[config.mk]
export PLATFORM = sky130hd
export DESIGN_NAME = paf_cmp
export DESIGN_NICKNAME = d
export VERILOG_FILES = /design/src/paf_pkg.sv /design/src/paf_cmp.sv
export SDC_FILE = /design/constraint.sdc
export NUM_CORES = 1
export LEC_CHECK = 0
export CAP_MARGIN = 20
export CORE_ASPECT_RATIO = 0.6
export CORE_UTILIZATION = 37
export DETAILED_ROUTE_END_ITERATION = 12
export DONT_BUFFER_PORTS = 1
export GPL_TIMING_DRIVEN = 0
export PLACE_DENSITY = 0.59
export SYNTH_ARGS = -nofsm -noshare
export SYNTH_HDL_FRONTEND = slang
export SYNTH_SLANG_ARGS = --single-unit
[constraint.sdc]
create_clock -name vclk -period 3.4
set_clock_uncertainty 0.15 [all_clocks]
set_input_delay 0.17 -clock vclk [all_inputs]
set_output_delay 0.17 -clock vclk [all_outputs]
set_load 0.05 [all_outputs]
[src/paf_pkg.sv]
// Package for the Pareto archive filter: sizes, payload words, entry layout,
// compare result and sequencer states. No dependencies.
`default_nettype none

package paf_pkg;

    // Archive geometry
    localparam int CAPACITY = 32;
    localparam int NUM_OBJ  = 4;
    localparam int OBJ_W    = 32;
    localparam int ORD_W    = 32;
    localparam int MASK_W   = 4;
    localparam int CNT_W    = 6;
    localparam int ADDR_W   = (CAPACITY > 1) ? $clog2(CAPACITY) : 1;

    localparam logic [MASK_W-1:0] MASK_RESET = 4'hF;

    // Input word: one candidate
    typedef struct packed {
        logic signed [OBJ_W-1:0] obj_0;
        logic signed [OBJ_W-1:0] obj_1;
        logic signed [OBJ_W-1:0] obj_2;
        logic signed [OBJ_W-1:0] obj_3;
    } t_in_word;

    // Result word: removal notice or final verdict
    typedef struct packed {
        logic             is_final;
        logic [ORD_W-1:0] removed_ordinal;
        logic             was_added;
        logic             was_dominated;
        logic             archive_full;
        logic [ORD_W-1:0] current_ordinal;
        logic             last;
    } t_out_word;

    // Objective vector, lane i holds objective i
    typedef logic [NUM_OBJ-1:0][OBJ_W-1:0] t_objs;

    // One archive slot
    typedef struct packed {
        logic [ORD_W-1:0] ordinal;
        t_objs            objs;
    } t_entry;

    // Dominance compare outcome
    typedef struct packed {
        logic entry_better;
        logic cand_better;
    } t_cmp;

    typedef enum logic [2:0] {
        ST_IDLE,
        ST_READ,
        ST_CMP,
        ST_MOVE,
        ST_APPEND
    } t_state;

endpackage

`default_nettype wire

[src/paf_cmp.sv]
// Shared dominance compare unit: one stored entry against the candidate.
// Depends on paf_pkg.
`default_nettype none

module paf_cmp
    import paf_pkg::*;
(
    input  wire logic [MASK_W-1:0] i_mask,
    input  wire t_objs             i_cand,
    input  wire t_objs             i_entry,
    output t_cmp                   o_res
);

    logic [NUM_OBJ-1:0] lane_lt;
    logic [NUM_OBJ-1:0] lane_gt;

    // Compare each enabled objective as signed; lanes without a mask bit stay off
    for (genvar g = 0; g < NUM_OBJ; g++) begin : g_lane
        if (g < MASK_W) begin : g_on
            assign lane_lt[g] = i_mask[g] &&
                                ($signed(i_entry[g]) < $signed(i_cand[g]));
            assign lane_gt[g] = i_mask[g] &&
                                ($signed(i_entry[g]) > $signed(i_cand[g]));
        end else begin : g_off
            assign lane_lt[g] = 1'b0;
            assign lane_gt[g] = 1'b0;
        end
    end

    assign o_res.entry_better = |lane_lt;
    assign o_res.cand_better  = |lane_gt;

endmodule

`default_nettype wire

==> results of run 1 <==
-- report_power, final --
part	switching, mW	internal [mW]
clock	0	0
sequential	0	0
combinational	0.210	0.167
total	0.210	0.167
-- per-layer routing --
layer | share of wire, % | vias up | GRT usage (%)
met5 | 0 | - | 0
met4 | 0.22 | 0 | 0.402
met1 | 48 | 1342 | 22.8
met3 | 5.4 | 2 | 1.62
li1 | - | 1644 | -
met2 | 47 | 126 | 29.5
-- cell type report --
| type | count | area share, % |
|---|---|---|
| Tap cell | 112 | 4.02 |
| Multi-Input combinational cell | 335 | 81.6 |
| Inverter | 133 | 14.3 |
-- worst max-delay path: stages --
cell	delay, ns
inv_1	0.02
ha_1	0.29
nand3_1	0.14
or4_1	0.60
o21bai_1	0.24
a31oi_1	0.09
a221oi_1	0.29
nor2_1	0.08
or4_1	0.75
-- cells by family after synthesis --
logic type                 Yosys count
AOI/OAI and AO/OA                  100
muxes                                4
and+or+nand+nor                    103
buffers and inverters              133
adders and majority gates          128
-- through the flow --
step / instance area, um2 / hold WS, ns / worst slack, ns / power (mW)
after CTS: 3480 / 0.693 / 0.407 / 0.381
after floorplan: 3340 / 0.630 / 0.644 / 0.299
after detailed placement: 3480 / 0.693 / 0.408 / 0.377
after global routing: 3480 / 0.701 / 0.310 / 0.441
after global placement: 3480 / 0.687 / 0.445 / 0.363
final: 3480 / 0.689 / 0.412 / 0.377
-- layout by cell type (no fill, tap or decap), types with 3 or more instances in the layout --
cell type,instances
a211oi_1,4
a21o_1,13
a21oi_1,48
a221o_1,3
a221oi_1,4
a31oi_1,3
and4_1,6
ha_1,128
inv_1,133
mux2i_1,3
nand2_1,26
nand3_1,18
nand4_1,20
nor2_1,7
nor2b_1,4
nor3_1,7
nor4_1,3
o211ai_1,5
o21ai_0,9
or4_1,3
-- worst max-delay path by stage --
stage	from	endpoint	slack (ns)	cells past startpoint
2_1_floorplan	i_cand[9]	o_res[0]	0.64	9
3_3_place_gp	i_cand[9]	o_res[0]	0.45	9
3_5_place_dp	i_cand[126]	o_res[0]	0.41	9
4_1_cts	i_cand[126]	o_res[0]	0.41	9
5_1_grt	i_cand[126]	o_res[0]	0.31	9
6_report	i_cand[126]	o_res[0]	0.41	9
==> results_dict.tcl, run 1 <==
set metrics [dict create \
    power_density_nw_per_um2 108 \
    synthAdderAreaFrac_pct 47.9 \
    ys_warn_count 0 \
    yosys.area.top_type "ha_1" \
    ctsResizeCount 0 \
    drt-initial-drc-count 93 \
    crit_path_max_fanout 3 \
    die_area_um2 9430 \
    synth_top_family_by_area "adder cells" \
    synth_area_um2 3340 \
    ys_seq_area_share_pct 0 \
    synth-xor-area-share_pct 0 \
    synthMuxAreaShare_pct 1.24 \
    fmax_mhz 335 \
    grt_use_total_pct 16.4 \
    ir_worst_vdd_v 0.0000380 \
    seq_cells 0 \
    drcViolationCount 0 \
    max_slew_margin_pct 56.7 \
    rows 26 \
    num_antenna_cells 0 \
    rsz0062_at_grt "no" \
    postSynthAreaPerCell_um2 7.14 \
    fin_tns_setup_ns 0 \
    syn-num-nets 856 \
    die_width_um 125 \
    status "completed" \
    drtAntennaViolNets 0 \
    p_leak_nw 2.15 \
    worstMarginPinSlew_ns 0.648 \
    post-route-util_pct 40.4 \
    final_nets 858 \
    port_buffers 0 \
    synthSimpleGateAreaFrac_pct 17.0 \
    grt_pass1_vias 2853 \
    hp-start "i_mask[3]" \
    fill_cells 918 \
    overflow 0 \
    drt-total-wl_mm 8.78 \
    ioPinCount 262 \
    synth_compound_area_share_pct 18.9 \
    cp.required_ns 3.08 \
    finalHoldViolations 0 \
    period_minus_slack_ns 2.99 \
    viasPerCell 5.37 \
    drive_gt1_share_pct 1.07 \
    ys_types 36 \
    critPathKind "in -> out" \
    synth_top_cells_by_count "inv_1, ha_1, a21oi_1, nand2_1, nand4_1" \
    synthTopCellsByArea "ha_1, inv_1, a21oi_1" \
    setup_viol 0 \
    cp.arrival_ns 2.67 \
    die_y_um 75.6 \
    start_kind "primary input" \
    globalplace.congestion 0.835 \
    syn_inst 468 \
    regArea_um2 0 \
    hold_path_end "o_res[1]" \
    area_growth_pct 4.19 \
    post_cts_buffers 0 \
    coreArea_um2 8620 \
    period_share_pct 87.9 \
    wl_per_cell_um 15.1 \
    synth_top_area_share_pct 47.9 \
    vias 3114 \
    nClkBuffers 0 \
    hold_buffers 0 \
    dp.final_hpwl_mm 8.52 \
    cap_violations 0 \
    dp.cells 580 \
    min_path_cells 2 \
    maxSlewViolCount 0 \
    first_pass_iters 4 \
    antenna_found_initial 0 \
    final_cells 580 \
    cp-end-kind "output port" \
    yosysMostFrequentCell "inv_1" \
    hold_path.class "in -> out" \
    grt_pass1_wl_mm 12.9 \
    grt_start_max_net_pins 6 \
    multi_input_area_um2 2840 \
    start_util_pct 38.8 \
]
No activity file was read; power rests on OpenSTA's default activity.
==> run 2: changes to the inputs <==
--- a/config.mk
+++ b/config.mk
@@ -12,6 +12,7 @@
 export DONT_BUFFER_PORTS = 1
 export GPL_TIMING_DRIVEN = 0
 export PLACE_DENSITY = 0.59
+export SLEW_MARGIN = 40
 export SYNTH_ARGS = -nofsm -noshare
 export SYNTH_HDL_FRONTEND = slang
 export SYNTH_SLANG_ARGS = --single-unit
==> constraint.sdc (replaced) <==
create_clock -name vclk -period 2.85
set_clock_uncertainty 0.15 [all_clocks]
set_input_delay 0.1425 -clock vclk [all_inputs]
set_output_delay 0.1425 -clock vclk [all_outputs]
set_load 0.05 [all_outputs]
==> run 2 against run 1 <==
Net effect: via count hardly changed; combinational power is 21% higher; largest power group unchanged; setup slack worse by 0.31 ns; critical path depth is 1 lower.
==> results_dict.tcl, run 2 (synthesized netlist as in run 1, its figures left out) <==
set metrics [dict create \
    crit_buf_inv 1 \
    start_util_pct 38.8 \
    finalWorstSetupSlack_ns 0.0989 \
    max_stage_delay_ns 0.65 \
    grt_pass1_vias 2853 \
    cp.required_ns 2.56 \
    p_seq_share_pct 0 \
    area_growth_pct 4.60 \
    viasPerCell 5.37 \
    critPathKind "in -> out" \
    ioPinCount 262 \
    pwr-share-clk_pct 0 \
    dp.final_hpwl_mm 8.52 \
    post_cts_buffers 0 \
    worstMarginPinSlew_ns 0.649 \
    vias 3112 \
    regArea_um2 0 \
    hold_buffers 0 \
    nClkBuffers 0 \
    max_slew_margin_pct 56.6 \
    rsz0062_at_grt "no" \
    status "completed" \
    crit_path_cell_trace "inv_1 -> ha_1 -> and4_1 -> nand4_2 -> or3_4 -> o311ai_1 -> mux2i_1 -> or4_4" \
    period_minus_slack_ns 2.75 \
    seq_cells 0 \
    mostFrequentLayoutCell "inv_1" \
    antenna_found_initial 0 \
    coreArea_um2 8620 \
    post-route-util_pct 40.6 \
    slowest_stage "or4_4" \
    mostFrequentLayoutCells "inv_1, ha_1, a21oi_1" \
    num_antenna_cells 0 \
    drt-total-wl_mm 8.78 \
    net-switching-power_uw 253 \
    ctsResizeCount 1 \
    ir_worst_vdd_v 0.0000450 \
    fmax_mhz 363 \
    cp-end-kind "output port" \
    crit_family "simple AND/OR/NAND/NOR gates" \
    p_leak_nw 2.15 \
    die_y_um 75.6 \
    grt_pass1_wl_mm 12.9 \
    overflow 0 \
    combPwrFrac_pct 100.0 \
    cp.arrival_ns 2.46 \
    switching_share_pct 55.6 \
    period_share_pct 96.5 \
    crit_path_max_fanout 5 \
    drt-initial-drc-count 88 \
    first_pass_iters 4 \
    grt_start_max_net_pins 6 \
    drive_gt1_share_pct 1.71 \
    die_area_um2 9430 \
    rows 26 \
    globalplace.congestion 0.835 \
    power_density_nw_per_um2 130 \
    maxSlewViolCount 0 \
    port_buffers 0 \
    final_nets 858 \
    setup_viol 0 \
    start_kind "primary input" \
    die_width_um 125 \
    pre_cts_slack_ns -0.0866 \
    finalHoldViolations 0 \
    cap_violations 0 \
    intPower_uw 202 \
    grt_use_total_pct 16.4 \
    drtAntennaViolNets 0 \
    hold_path.class "in -> out" \
    wl_per_cell_um 15.1 \
    drcViolationCount 0 \
]
## run 2: power by group through the flow
stage	Combinational, mW	Clock (mW)	Sequential, mW
2_1_floorplan	0.357	0	0
3_3_place_gp	0.433	0	0
3_5_place_dp	0.450	0	0
4_1_cts	0.457	0	0
5_1_grt	0.531	0	0
6_report	0.455	0	0
## run 2: path summary, 6_finish.rpt
kind                        from        to  slack (ns)  cells after the start
worst min-delay path   i_mask[3]  o_res[0]        0.48                      3
worst max-delay path  i_cand[31]  o_res[0]         0.1                      8
## run 2: cell type report
class	count	area, um2
Multi-Input combinational cell	335	2860
Fill cell	916	5120
Inverter	133	499
Tap cell	112	140
## run 2: through the flow
| stage | hold slack, ns | TNS (ns) | instances | cell area [um2] | power, mW |
|---|---|---|---|---|---|
| after floorplan | 0.575 | 0 | 468 | 3340 | 0.357 |
| after global placement | 0.632 | -0.0499 | 580 | 3480 | 0.433 |
| after detailed placement | 0.638 | -0.0866 | 580 | 3480 | 0.450 |
| after CTS | 0.471 | 0 | 580 | 3490 | 0.457 |
| after global routing | 0.504 | 0 | 580 | 3500 | 0.531 |
| final | 0.476 | 0 | 580 | 3500 | 0.455 |
## run 2: layer usage
layer | routed length [um] | track usage [%] | part of all wire (%)
met5 | 0 | 0 | 0
met4 | 19 | 0.402 | 0.22
met3 | 481 | 1.62 | 5.5
met2 | 4110 | 29.5 | 47
met1 | 4170 | 22.8 | 48
==> run 3: changes to the inputs <==
--- a/config.mk
+++ b/config.mk
@@ -6,12 +6,12 @@
 export NUM_CORES = 1
 export LEC_CHECK = 0
 export CAP_MARGIN = 20
-export CORE_ASPECT_RATIO = 0.6
-export CORE_UTILIZATION = 37
+export CORE_AREA = 2 2 102 104
 export DETAILED_ROUTE_END_ITERATION = 12
+export DIE_AREA = 0 0 104 106
 export DONT_BUFFER_PORTS = 1
 export GPL_TIMING_DRIVEN = 0
-export PLACE_DENSITY = 0.59
+export PLACE_DENSITY = 0.46
 export SLEW_MARGIN = 40
 export SYNTH_ARGS = -nofsm -noshare
 export SYNTH_HDL_FRONTEND = slang
==> run 3 against run 2 <==
Net effect: via count is 1.2% lower; sequential cell count unchanged; global-route usage is 2.5 points lower; first-iteration DRC count decreased by 20%; worst hold slack gained 0.025 ns; cell area up 0.89%; fmax grew 2.7%; count of clock-buffer cells in the layout did not move; critical path depth increased by 1; non-clock buffer count stayed put; critical path type unchanged.
==> results_dict.tcl, run 3 (synthesized netlist as in run 1, its figures left out) <==
set metrics [dict create \
    port_buffers 0 \
    power_density_nw_per_um2 126 \
    fill_cells 1107 \
    use_met1_pct 14.7 \
    grt_start_max_net_pins 6 \
    maxSlewViolCount 0 \
    grt_use_total_pct 13.9 \
    max_slew_margin_pct 56.6 \
    globalplace.congestion 0.817 \
    regArea_um2 0 \
    fin_tns_setup_ns 0 \
    seq_cells 0 \
    overflow 0 \
    ir_worst_vdd_v 0.0000485 \
    mostFrequentLayoutCells "inv_1, ha_1, a21oi_1" \
    p_leak_nw 2.15 \
    max_stage_delay_ns 0.65 \
    hold_buffers 0 \
    critPathKind "in -> out" \
    nClkBuffers 0 \
    drt-total-wl_mm 8.59 \
    grt_pass1_vias 3016 \
    rows 37 \
    start_util_pct 33.4 \
    fmax_mhz 373 \
    status "completed" \
    wl_per_cell_um 14.2 \
    antenna_found_initial 0 \
    num_antenna_cells 0 \
    viasPerCell 5.09 \
    drt-initial-drc-count 70 \
    start_kind "primary input" \
    finalHoldViolations 0 \
    cp.required_ns 2.56 \
    first_pass_iters 4 \
    min_path_cells 3 \
    crit_buf_inv 1 \
    drcViolationCount 0 \
    hold_path_end "o_res[0]" \
    drive_gt1_share_pct 1.71 \
    period_minus_slack_ns 2.68 \
    area_growth_pct 5.54 \
    mostFrequentLayoutCell "inv_1" \
    slowest_stage "or4_4" \
    grtUsageMet3_pct 3.25 \
    ioPinCount 262 \
    coreArea_um2 10000 \
    die_width_um 104 \
    crit_path_max_fanout 2 \
    grt_pass1_wl_mm 13.1 \
    crit_family "compound AO/OA/AOI/OAI gates" \
    dp.final_hpwl_mm 8.41 \
    met2_usage_pct 29.4 \
    post_cts_buffers 0 \
    holdWs_ns 0.500 \
    worstMarginPinSlew_ns 0.649 \
    setup_viol 0 \
    cp.arrival_ns 2.39 \
    cap_violations 0 \
    grt-busiest-layer "met2" \
    drtAntennaViolNets 0 \
    period_share_pct 94.0 \
    hp-start "i_mask[3]" \
    die_area_um2 11000 \
    cp.depth 9 \
    die_y_um 106 \
    hold_path.class "in -> out" \
    cp_common_cell "a21o_1" \
    cp-end-kind "output port" \
    final_nets 858 \
    vias 3076 \
    rsz0062_at_grt "no" \
    crit_path_cell_trace "inv_1 -> ha_1 -> a21o_1 -> a21o_1 -> a221o_1 -> a211oi_2 -> o221ai_2 -> mux2i_1 -> or4_4" \
]
## run 3: routing by layer
layer,share of wire (%),vias up,wire [um]
met4,0,0,0
met2,54,133,4660
met1,38,1297,3300
li1,-,1646,-
met3,7.4,0,634
met5,0,-,0
## run 3: per-stage QoR
step           utilization (%)  total power [mW]  cell area (um2)  cells  setup slack (ns)
4_1_cts                   35.2             0.453             3520    604            0.0724
3_5_place_dp              35.1             0.444             3510    604            -0.156
6_report                  35.3             0.445             3530    604             0.171
5_1_grt                   35.3             0.526             3530    604            0.0169
2_1_floorplan                -             0.357             3340    468             0.149
3_3_place_gp              35.1             0.435             3510    604            -0.140
## run 3: how the worst max path moves through the flow
stage,slack [ns],endpoint,startpoint
after floorplan,0.15,o_res[0],i_cand[9]
after global placement,-0.14,o_res[0],i_cand[103]
after detailed placement,-0.16,o_res[0],i_cand[103]
after CTS,0.07,o_res[0],i_cand[9]
after global routing,0.02,o_res[0],i_cand[126]
final,0.17,o_res[0],i_cand[9]
## run 3: where the power goes
part / leakage (nW) / switching [mW] / internal (mW)
registers: 0 / 0 / 0
clock network: 0 / 0 / 0
logic: 2.15 / 0.244 / 0.201
## run 3: cell type report
cell class / instances / area, um2 / share of cell area, %
multi-input combinational: 335 / 2860 / 81.0
inverter: 133 / 499 / 14.2
tap: 136 / 170 / 4.82
## run 3: what timing repair did
action / CTS / global route
setup endpoints to repair: 1 / 2
cloned: 0 / 0
resized for setup: 2 / 1
pin swaps: 0 / 1
hold endpoints to repair: 0 / 0
## run 3: tightest hold or removal path, delay by kind of cell
kind,cells,cell delay [ns]
AND/OR/NAND/NOR,3,0.36
