<file path="config.mk">
export PLATFORM = sky130hd
export DESIGN_NAME = paf_ram
export DESIGN_NICKNAME = d
export VERILOG_FILES = /design/src/paf_ram.sv
export SDC_FILE = /design/constraint.sdc
export NUM_CORES = 1
export LEC_CHECK = 0
export BUFFER_PORTS_ARGS = -buffer_cell sky130_fd_sc_hd__buf_4
export CORE_MARGIN = 1.5
export CORE_UTILIZATION = 50
export DETAILED_ROUTE_END_ITERATION = 10
export PLACE_DENSITY = 0.71
export SYNTH_ARGS = -nofsm -noshare
export SYNTH_HDL_FRONTEND = slang
export SYNTH_SLANG_ARGS = --single-unit
</file>
<file path="constraint.sdc">
create_clock -name i_clk -period 1.8 [get_ports i_clk]
set_input_delay 0.27 -clock i_clk [delete_from_list [all_inputs] [get_ports i_clk]]
set_output_delay 0.27 -clock i_clk [all_outputs]
set_load 0.01 [all_outputs]
</file>
<file path="src/paf_ram.sv">
// Generic single write port, single read port RAM with registered read.
// No dependencies.
`default_nettype none

module paf_ram #(
    parameter int WIDTH = 8,
    parameter int DEPTH = 16
) (
    input  wire logic                                      i_clk,
    input  wire logic                                      i_we,
    input  wire logic [((DEPTH > 1) ? $clog2(DEPTH) : 1)-1:0] i_waddr,
    input  wire logic [WIDTH-1:0]                          i_wdata,
    input  wire logic [((DEPTH > 1) ? $clog2(DEPTH) : 1)-1:0] i_raddr,
    output logic [WIDTH-1:0]                               o_rdata
);

    logic [WIDTH-1:0] r_mem [DEPTH];

    // Write, then register the read word
    always_ff @(posedge i_clk) begin
        if (i_we) begin
            r_mem[i_waddr] <= i_wdata;
        end
        o_rdata <= r_mem[i_raddr];
    end

endmodule

`default_nettype wire

</file>
==> flow_metrics.env, run 1 <==
export IMPL_syn_cell_area_mm2=0.00515
export IMPL_num_nets_final=305
export IMPL_synth_xor_area_share_pct=0
export IMPL_worstSetupStartpointType="flip-flop"
export IMPL_grt_pass1_vias=2602
export IMPL_grtUsageTotal_pct=19.9
export IMPL_power_share_sequential_pct=46.5
export IMPL_yosysUniqueCellTypes=19
export IMPL_grt_pass1_wl_mm=15.3
export IMPL_synth_mux_area_share_pct=15.0
export IMPL_num_rows=36
export IMPL_cts_hold_buffers=0
export IMPL_wl_per_cell_um=22.8
export IMPL_power_switching_uw=1440
export IMPL_clk_latency_ps=510
export IMPL_viasPerCell=5.76
export IMPL_slew_headroom_pct=75.3
export IMPL_outcome="finished, final reports clean"
export IMPL_dieWidth_um=104
export IMPL_path_class="reg -> reg"
export IMPL_antenna_found_initial=0
export IMPL_vias=2493
export IMPL_arrival_ps=1800
export IMPL_peakVddDrop_mv=0.566
export IMPL_p_per_area_mw_per_mm2=1220
export IMPL_clockRootBuffer="clkbuf_8"
export IMPL_worstSetupEndpointType="flip-flop"
export IMPL_pwr_share_comb_pct=4.7
export IMPL_postCtsSetupBuffers=0
export IMPL_io_pins=26
export IMPL_fin_crit_ps=1420
export IMPL_die_h_um=104
export IMPL_power_leakage_uw=0.00215
export IMPL_cts_buffers=17
export IMPL_initial_core_util_pct=52.2
export IMPL_rsz0062_at_grt="no"
export IMPL_ys_seq_elements=136
export IMPL_internal_power_uw=6230
export IMPL_synthAdderAreaFrac_pct=0
export IMPL_layout_commonest_cell="edfxtp_1"
export IMPL_drtIter0Drc=155
export IMPL_dp_cells=401
export IMPL_synth_compound_area_share_pct=2.33
export IMPL_period_share_pct=78.8
export IMPL_area_growth_pct=21.8
export IMPL_worst_pin_slew_ps=370
export IMPL_syn_instance_count=229
export IMPL_diodes=0
export IMPL_stdcell_count=433
export IMPL_place_gp_congestion=0.739
export IMPL_cp_max_fo=1
export IMPL_synth_nets=247
export IMPL_drv_cap=0
export IMPL_power_total_uw=7660
export IMPL_syn_area_per_cell_um2=22.5
export IMPL_first_pass_iters=4
export IMPL_htreeDepth=4
export IMPL_hold_viol=0
export IMPL_grt_max_degree=17
export IMPL_slew_viol_final=0
export IMPL_clock_sinks=136
export IMPL_cts_max_path_buffers=2
export IMPL_power_switching_share_pct=18.7
export IMPL_finalWirelength_mm=9.86
export IMPL_finClkSkew_ps=8.58
export IMPL_tritoncts="built"
export IMPL_synth_top_family_by_area="multiplexers"
export IMPL_drc=0
export IMPL_dieArea_mm2=0.0109
export IMPL_seq_area_frac_synth_pct=77.8
export IMPL_finalSetupTns_ps=0
export IMPL_yosysWarnings=0
export IMPL_port_buffers=25
export IMPL_fmax_mhz=705
export IMPL_antenna_left=0
export IMPL_clk_pin_slew_ps=60
export IMPL_hold_class="in -> reg"
export IMPL_place_hpwl_mm=6.12
export IMPL_drive_above_1_share_pct=32.3
export IMPL_final_cell_mix="edfxtp_1 (128), buf_4 (47), mux4_2 (18)"
export IMPL_final_setup_viol_count=0
export IMPL_yosys_area_share_simple_pct=3.18
export IMPL_cts_resized=0
export IMPL_clkPwrFrac_pct=48.7
export IMPL_grt_ovfl_total=0
export IMPL_critPathRequiredTime_ps=2180
export IMPL_core_mm2=0.00986
[path summary, 6_finish.rpt]
kind	start	to	slack, ps	cells past startpoint
max	r_mem[2][1]	o_rdata[1]	380	3
min	i_wdata[2]	r_mem[7][2]	60	1
max reg2reg	r_mem[2][1]	o_rdata[1]	380	3
min reg2reg	r_mem[8][2]	o_rdata[2]	680	3
[critical path: stages (launching register included)]
cell	delay (ps)
edfxtp_1	370
mux4_1	520
a22oi_1	280
nand2_1	120
[registers in the layout, indices dropped and copies added (netlist names)]
name	count
r_mem	128
o_rdata	8
[cells in the mapped netlist]
| cell type | number | area share, % |
|---|---|---|
| and2b_1 | 1 | 0.15 |
| nand2b_1 | 2 | 0.24 |
| nor3_1 | 4 | 0.39 |
| a22oi_1 | 16 | 2.3 |
| dfxtp_1 | 8 | 3.1 |
| and2_1 | 1 | 0.12 |
| mux4_2 | 18 | 7.9 |
| nand2_1 | 9 | 0.66 |
| nor2_1 | 13 | 0.95 |
| nor2b_1 | 1 | 0.12 |
| buf_2 | 3 | 0.29 |
| buf_4 | 1 | 0.15 |
| nand3_1 | 1 | 0.097 |
| edfxtp_1 | 128 | 75 |
| mux4_1 | 14 | 7.1 |
| buf_6 | 3 | 0.66 |
| clkdlybuf4s25_2 | 3 | 0.58 |
| nand3b_1 | 2 | 0.29 |
| or3b_2 | 1 | 0.17 |
[metal layers]
metal | up-vias | track usage, % | share of wire, %
met5 | - | 0 | 0
met4 | 0 | 8.83 | 1.8
met3 | 15 | 4.64 | 4.9
met2 | 84 | 30.9 | 51
met1 | 1304 | 27.2 | 42
li1 | 1090 | - | -
[cell type report]
cell class / instances / area, um2
flip-flops and latches: 136 / 4000
fillers: 633 / 3600
multi-input cells: 83 / 1060
clock buffers: 18 / 418
repair buffers: 49 / 393
clock inverters: 14 / 229
well taps: 133 / 166
[per-stage QoR]
step / area (um2) / hold WS, ps / util (%) / worst slack (ps)
3_5_place_dp: 5620 / 581 / 57.0 / 124
6_report: 6270 / 61.2 / 63.5 / 381
3_3_place_gp: 5620 / 577 / 57.0 / 152
2_1_floorplan: 5150 / 369 / - / 37.1
4_1_cts: 6270 / 48.8 / 63.5 / 339
5_1_grt: 6270 / 74.5 / 63.5 / 304
[power by group through the flow]
stage	logic (uW)	clock network, uW	registers, uW
final	362	3730	3570
after detailed placement	366	0	3630
after global routing	390	3920	3570
after global placement	358	0	3630
after CTS	369	3770	3570
after floorplan	180	0	3630
[cell families after synthesis]
kind of cell           Yosys count
DFF                            136
AOI/OAI and AO/OA               16
and+or+nand+nor                 35
muxes                           32
buffers and inverters           10
No activity file was read; power rests on OpenSTA's default activity.
==> run 2: changes to the inputs <==
Settings changed: PLACE_DENSITY 0.71 to 0.68.
Clock period 1.8 ns to 1.4 ns, I/O delays scaled along.
==> flow_metrics.env, run 2 (synthesized netlist as in run 1, its figures left out) <==
export IMPL_outcome="finished, final reports clean"
export IMPL_drv_cap=0
export IMPL_stdcell_count=448
export IMPL_period_share_pct=94.7
export IMPL_peakVddDrop_mv=0.932
export IMPL_dieWidth_um=104
export IMPL_viasPerCell=5.44
export IMPL_clockRootBuffer="clkbuf_8"
export IMPL_clock_sinks=136
export IMPL_p_per_area_mw_per_mm2=1440
export IMPL_wl_per_cell_um=21.2
export IMPL_tritoncts="built"
export IMPL_finalWirelength_mm=9.50
export IMPL_grtUsageTotal_pct=19.2
export IMPL_cp_max_fo=1
export IMPL_io_pins=26
export IMPL_final_cell_mix="edfxtp_1 (128), buf_4 (52), mux4_2 (18)"
export IMPL_cts_max_path_buffers=2
export IMPL_first_pass_iters=4
export IMPL_cp_slowest_cell="mux4_1"
export IMPL_slew_viol_final=0
export IMPL_fmax_mhz=754
export IMPL_cts_buffers=17
export IMPL_num_nets_final=320
export IMPL_slew_headroom_pct=46.7
export IMPL_n_fill_cell=647
export IMPL_place_hpwl_mm=6.37
export IMPL_arrival_ps=1720
export IMPL_dieArea_mm2=0.0109
export IMPL_port_buffers=25
export IMPL_rsz0062_at_grt="no"
export IMPL_drive_above_1_share_pct=35.9
export IMPL_layout_commonest_cell="edfxtp_1"
export IMPL_num_rows=36
export IMPL_htreeDepth=4
export IMPL_grt_max_degree=17
export IMPL_grt_ovfl_total=0
export IMPL_worst_pin_slew_ps=798
export IMPL_power_total_uw=9230
export IMPL_worst_slack_ps=73.8
export IMPL_drtIter0Drc=189
export IMPL_postCtsSetupBuffers=0
export IMPL_area_growth_pct=24.2
export IMPL_vias=2435
export IMPL_dp_cells=410
export IMPL_clk_pin_slew_ps=60
export IMPL_diodes=0
export IMPL_die_h_um=104
export IMPL_critPathRequiredTime_ps=1800
export IMPL_place_area_mm2=0.00575
export IMPL_antenna_left=0
export IMPL_initial_core_util_pct=52.2
export IMPL_fin_area_mm2=0.00639
export IMPL_hold_class="in -> reg"
export IMPL_clk_latency_ps=510
export IMPL_drc=0
export IMPL_worstSetupEndpointType="flip-flop"
export IMPL_hold_viol=0
export IMPL_power_leakage_uw=0.00222
export IMPL_grt_pass1_vias=2556
export IMPL_grt_pass1_wl_mm=14.7
export IMPL_finClkSkew_ps=8.07
export IMPL_antenna_found_initial=0
export IMPL_slowest_delay_ps=540
export IMPL_worstSetupStartpointType="flip-flop"
export IMPL_reg_top3="r_mem x128, o_rdata x8"
export IMPL_final_setup_viol_count=0
export IMPL_top_register="r_mem"
export IMPL_post_place_ws_ps=-218
export IMPL_largest_reg_flops=128
export IMPL_path_class="reg -> reg"
export IMPL_path_cells="mux4_1 -> a22oi_2 -> nand2_1"
export IMPL_fin_crit_ps=1330
export IMPL_place_gp_congestion=0.755
export IMPL_core_mm2=0.00986
run 2: changes by cell type in the layout (fill, tap and decap cells not counted), sizes merged:
cell,previous run,this run
clkinvlp,3,2
buf,49,58
bufinv,6,2
clkbuf,18,23
dlygate4sd3,0,6
run 2: layer usage:
| layer | global-route usage, % | routed length (um) | up-vias |
|---|---|---|---|
| li1 | - | - | 1121 |
| met1 | 26.1 | 4170 | 1225 |
| met2 | 29.6 | 4720 | 78 |
| met3 | 5.08 | 497 | 11 |
| met4 | 8.33 | 109 | 0 |
| met5 | 0 | 0 | - |
run 2: per-stage QoR:
step	TNS [ps]	util, %	hold slack [ps]
after floorplan	-2300	-	309
after global placement	-2930	58.3	515
after detailed placement	-3460	58.3	522
after CTS	0	64.6	17.2
after global routing	0	64.8	24.8
final	0	64.8	30.8
run 2: worst paths after layout:
path / from / slack (ps) / cells after the start / to
max: r_mem[1][2] / 70 / 3 / o_rdata[2]
min reg2reg: r_mem[15][3] / 670 / 3 / o_rdata[3]
max reg2reg: r_mem[1][2] / 70 / 3 / o_rdata[2]
min: i_wdata[5] / 30 / 1 / r_mem[15][5]
run 2: what timing repair did:
action	in CTS	in global routing
endpoints found under the hold margin	96	0
hold buffers	6	0
resized for setup	0	5
setup endpoints to repair	0	4
run 2: power breakdown:
part	switching [uW]	internal, uW	total [uW]	leakage (uW)
logic	255	261	516	0.000720
clock network	1520	2610	4130	0.000272
registers	30.3	4550	4580	0.00122
total	1800	7420	9230	0.00222
run 2: area by class of cell:
type / count / area [um2] / area share, %
clock inverters: 9 / 100 / 1.57
repair buffers: 64 / 571 / 8.92
flip-flops and latches: 136 / 4000 / 62.6
well taps: 133 / 166 / 2.60
clock buffers: 23 / 457 / 7.14
multi-input cells: 83 / 1100 / 17.2
run 2: worst max-delay path, delay by kind of cell, from the launching register on:
kind | cells | cell delay, ps
AOI/OAI and AO/OA | 1 | 250
muxes | 1 | 540
and+or+nand+nor | 1 | 80
DFF | 1 | 350
==> run 3: changes to the inputs <==
Settings changed: ABC_AREA set to 1.
==> flow_metrics.env, run 3 <==
export IMPL_cp_max_fo=1
export IMPL_worst_pin_slew_ps=344
export IMPL_fin_crit_ps=1160
export IMPL_power_switching_share_pct=21.2
export IMPL_peakVddDrop_mv=0.734
export IMPL_clk_pin_slew_ps=60
export IMPL_drv_cap=0
export IMPL_synthArstFlopShare_pct=0
export IMPL_slew_viol_final=0
export IMPL_num_rows=39
export IMPL_power_share_sequential_pct=46.5
export IMPL_layout_commonest_cell="nand2_1"
export IMPL_power_total_uw=9860
export IMPL_power_switching_uw=2090
export IMPL_dieWidth_um=110
export IMPL_period_share_pct=82.9
export IMPL_finalSetupTns_ps=0
export IMPL_place_hpwl_mm=7.82
export IMPL_antenna_found_initial=0
export IMPL_stdcell_count=755
export IMPL_clk_latency_ps=420
export IMPL_syn_cell_area_mm2=0.00577
export IMPL_tritoncts="built"
export IMPL_syn_area_per_cell_um2=10.5
export IMPL_path_class="reg -> out"
export IMPL_fin_area_mm2=0.00687
export IMPL_dieArea_mm2=0.0122
export IMPL_grt_ovfl_total=0
export IMPL_arrival_ps=950
export IMPL_antenna_left=0
export IMPL_clockRootBuffer="clkbuf_16"
export IMPL_cp_slowest_cell="dfxtp_1"
export IMPL_hold_viol=0
export IMPL_synth_top_area_share_pct=66.7
export IMPL_grt_pass1_vias=3818
export IMPL_place_gp_congestion=0.858
export IMPL_drc=0
export IMPL_critPathRequiredTime_ps=1190
export IMPL_syn_instance_count=551
export IMPL_top_register="r_mem"
export IMPL_worst_slack_ps=239
export IMPL_post_place_ws_ps=77.3
export IMPL_synth_nets=569
export IMPL_port_buffers=25
export IMPL_viasPerCell=5.21
export IMPL_outcome="finished, final reports clean"
export IMPL_cts_hold_buffers=0
export IMPL_hold_class="in -> reg"
export IMPL_drtIter0Drc=358
export IMPL_place_area_mm2=0.00624
export IMPL_cts_resized=0
export IMPL_yosysMostFrequentCell="nand2_1"
export IMPL_grt_pass1_wl_mm=20.2
export IMPL_clock_sinks=136
export IMPL_crit_family="flip-flops"
export IMPL_wl_per_cell_um=17.0
export IMPL_die_h_um=110
export IMPL_rsz0062_at_grt="no"
export IMPL_internal_power_uw=7760
export IMPL_path_buf_inv=1
export IMPL_htreeDepth=4
export IMPL_yosysWarnings=0
export IMPL_first_pass_iters=4
export IMPL_diodes=0
export IMPL_grtUsageTotal_pct=23.8
export IMPL_slew_headroom_pct=77.0
export IMPL_vias=3931
export IMPL_cts_buffers=17
export IMPL_power_leakage_uw=0.00301
export IMPL_fmax_mhz=861
export IMPL_slowest_delay_ps=380
export IMPL_pwr_share_comb_pct=6.3
export IMPL_final_cell_mix="nand2_1 (173), edfxtp_1 (128), inv_1 (100)"
export IMPL_ys_top_cells_by_count="nand2_1 (173), edfxtp_1 (128), inv_1 (100)"
export IMPL_yosysTopAreaCell="edfxtp_1"
export IMPL_clkPwrFrac_pct=47.2
export IMPL_synth_edff_count=128
export IMPL_n_fill_cell=908
export IMPL_num_nets_final=617
export IMPL_p_per_area_mw_per_mm2=1440
export IMPL_cts_max_path_buffers=2
export IMPL_core_mm2=0.0113
export IMPL_finClkSkew_ps=5.78
export IMPL_final_setup_viol_count=0
export IMPL_reg_top3="r_mem x128, o_rdata x8"
export IMPL_worstSetupEndpointType="output port"
export IMPL_ys_seq_elements=136
export IMPL_seq_area_frac_synth_pct=69.4
export IMPL_synthFlopType="edfxtp_1"
export IMPL_postCtsSetupBuffers=0
export IMPL_io_pins=26
export IMPL_drive_above_1_share_pct=14.1
export IMPL_yosysUniqueCellTypes=12
export IMPL_path_cells="buf_4"
export IMPL_initial_core_util_pct=50.9
export IMPL_largest_reg_flops=128
export IMPL_area_growth_pct=19.0
export IMPL_dp_cells=723
export IMPL_yosys_top_cells_area="edfxtp_1 (67%), nand2_1 (11%), nand3_1 (8.4%), inv_1 (6.5%), dfxtp_1 (2.8%)"
export IMPL_grt_max_degree=46
export IMPL_worstSetupStartpointType="flip-flop"
export IMPL_finalWirelength_mm=12.9
run 3: changes by cell type after synthesis, moves of 10 or more:
cell / delta
a22oi_1: -16
buf_2: +10
inv_1: +100
mux4_1: -14
mux4_2: -18
nand2_1: +164
nand3_1: +96
run 3: stage by stage:
stage	hold slack [ps]	util (%)
after CTS	108	60.6
after detailed placement	541	55.1
after global placement	542	55.1
after global routing	131	60.6
final	118	60.6
after floorplan	309	-
run 3: metal layers:
| metal | routed length [um] | track usage [%] | share of wire, % |
|---|---|---|---|
| met5 | 0 | 0 | 0 |
| met4 | 446 | 10.7 | 3.5 |
| met3 | 953 | 6.00 | 7.4 |
| met2 | 6120 | 38.1 | 48 |
| met1 | 5330 | 30.9 | 41 |
run 3: final cells by class:
| cell class | instances | area (um2) | area share, % |
|---|---|---|---|
| flip-flops and latches | 136 | 4000 | 58.3 |
| multi-input cells | 289 | 1210 | 17.7 |
| clock buffers | 22 | 484 | 7.05 |
| repair buffers | 53 | 460 | 6.71 |
| inverters | 102 | 383 | 5.58 |
| well taps | 143 | 179 | 2.61 |
| clock inverters | 10 | 141 | 2.06 |
run 3: worst register-to-register path, stage by stage, from the launching register on:
cell and delay, ps:
edfxtp_1 380, inv_1 70, nand2_1 40, nand3_1 90, nand3_1 110, nand3_1 180, nand2_1 90
run 3: power groups by stage:
stage	Clock, uW	Sequential, uW	Combinational (uW)
6_report	4660	4580	619
3_5_place_dp	0	4670	617
2_1_floorplan	0	4670	321
4_1_cts	4700	4580	621
3_3_place_gp	0	4660	605
5_1_grt	4860	4590	684
run 3: path summary, 6_finish.rpt:
path,to,cells past startpoint,slack (ps),startpoint
setup / recovery,o_rdata[7],1,240,o_rdata[7]
hold / removal,o_rdata[6],3,120,i_raddr[3]
hold reg to reg,o_rdata[2],6,670,r_mem[13][2]
setup reg to reg,o_rdata[4],6,330,r_mem[1][4]
run 3: cells by family (layout without fill, tap and decap cells):
family	Yosys count	count (layout)	synth area share, %
AND/OR/NAND/NOR	289	289	21.0
flip-flops	136	136	69.4
buffers and inverters	126	187	9.52
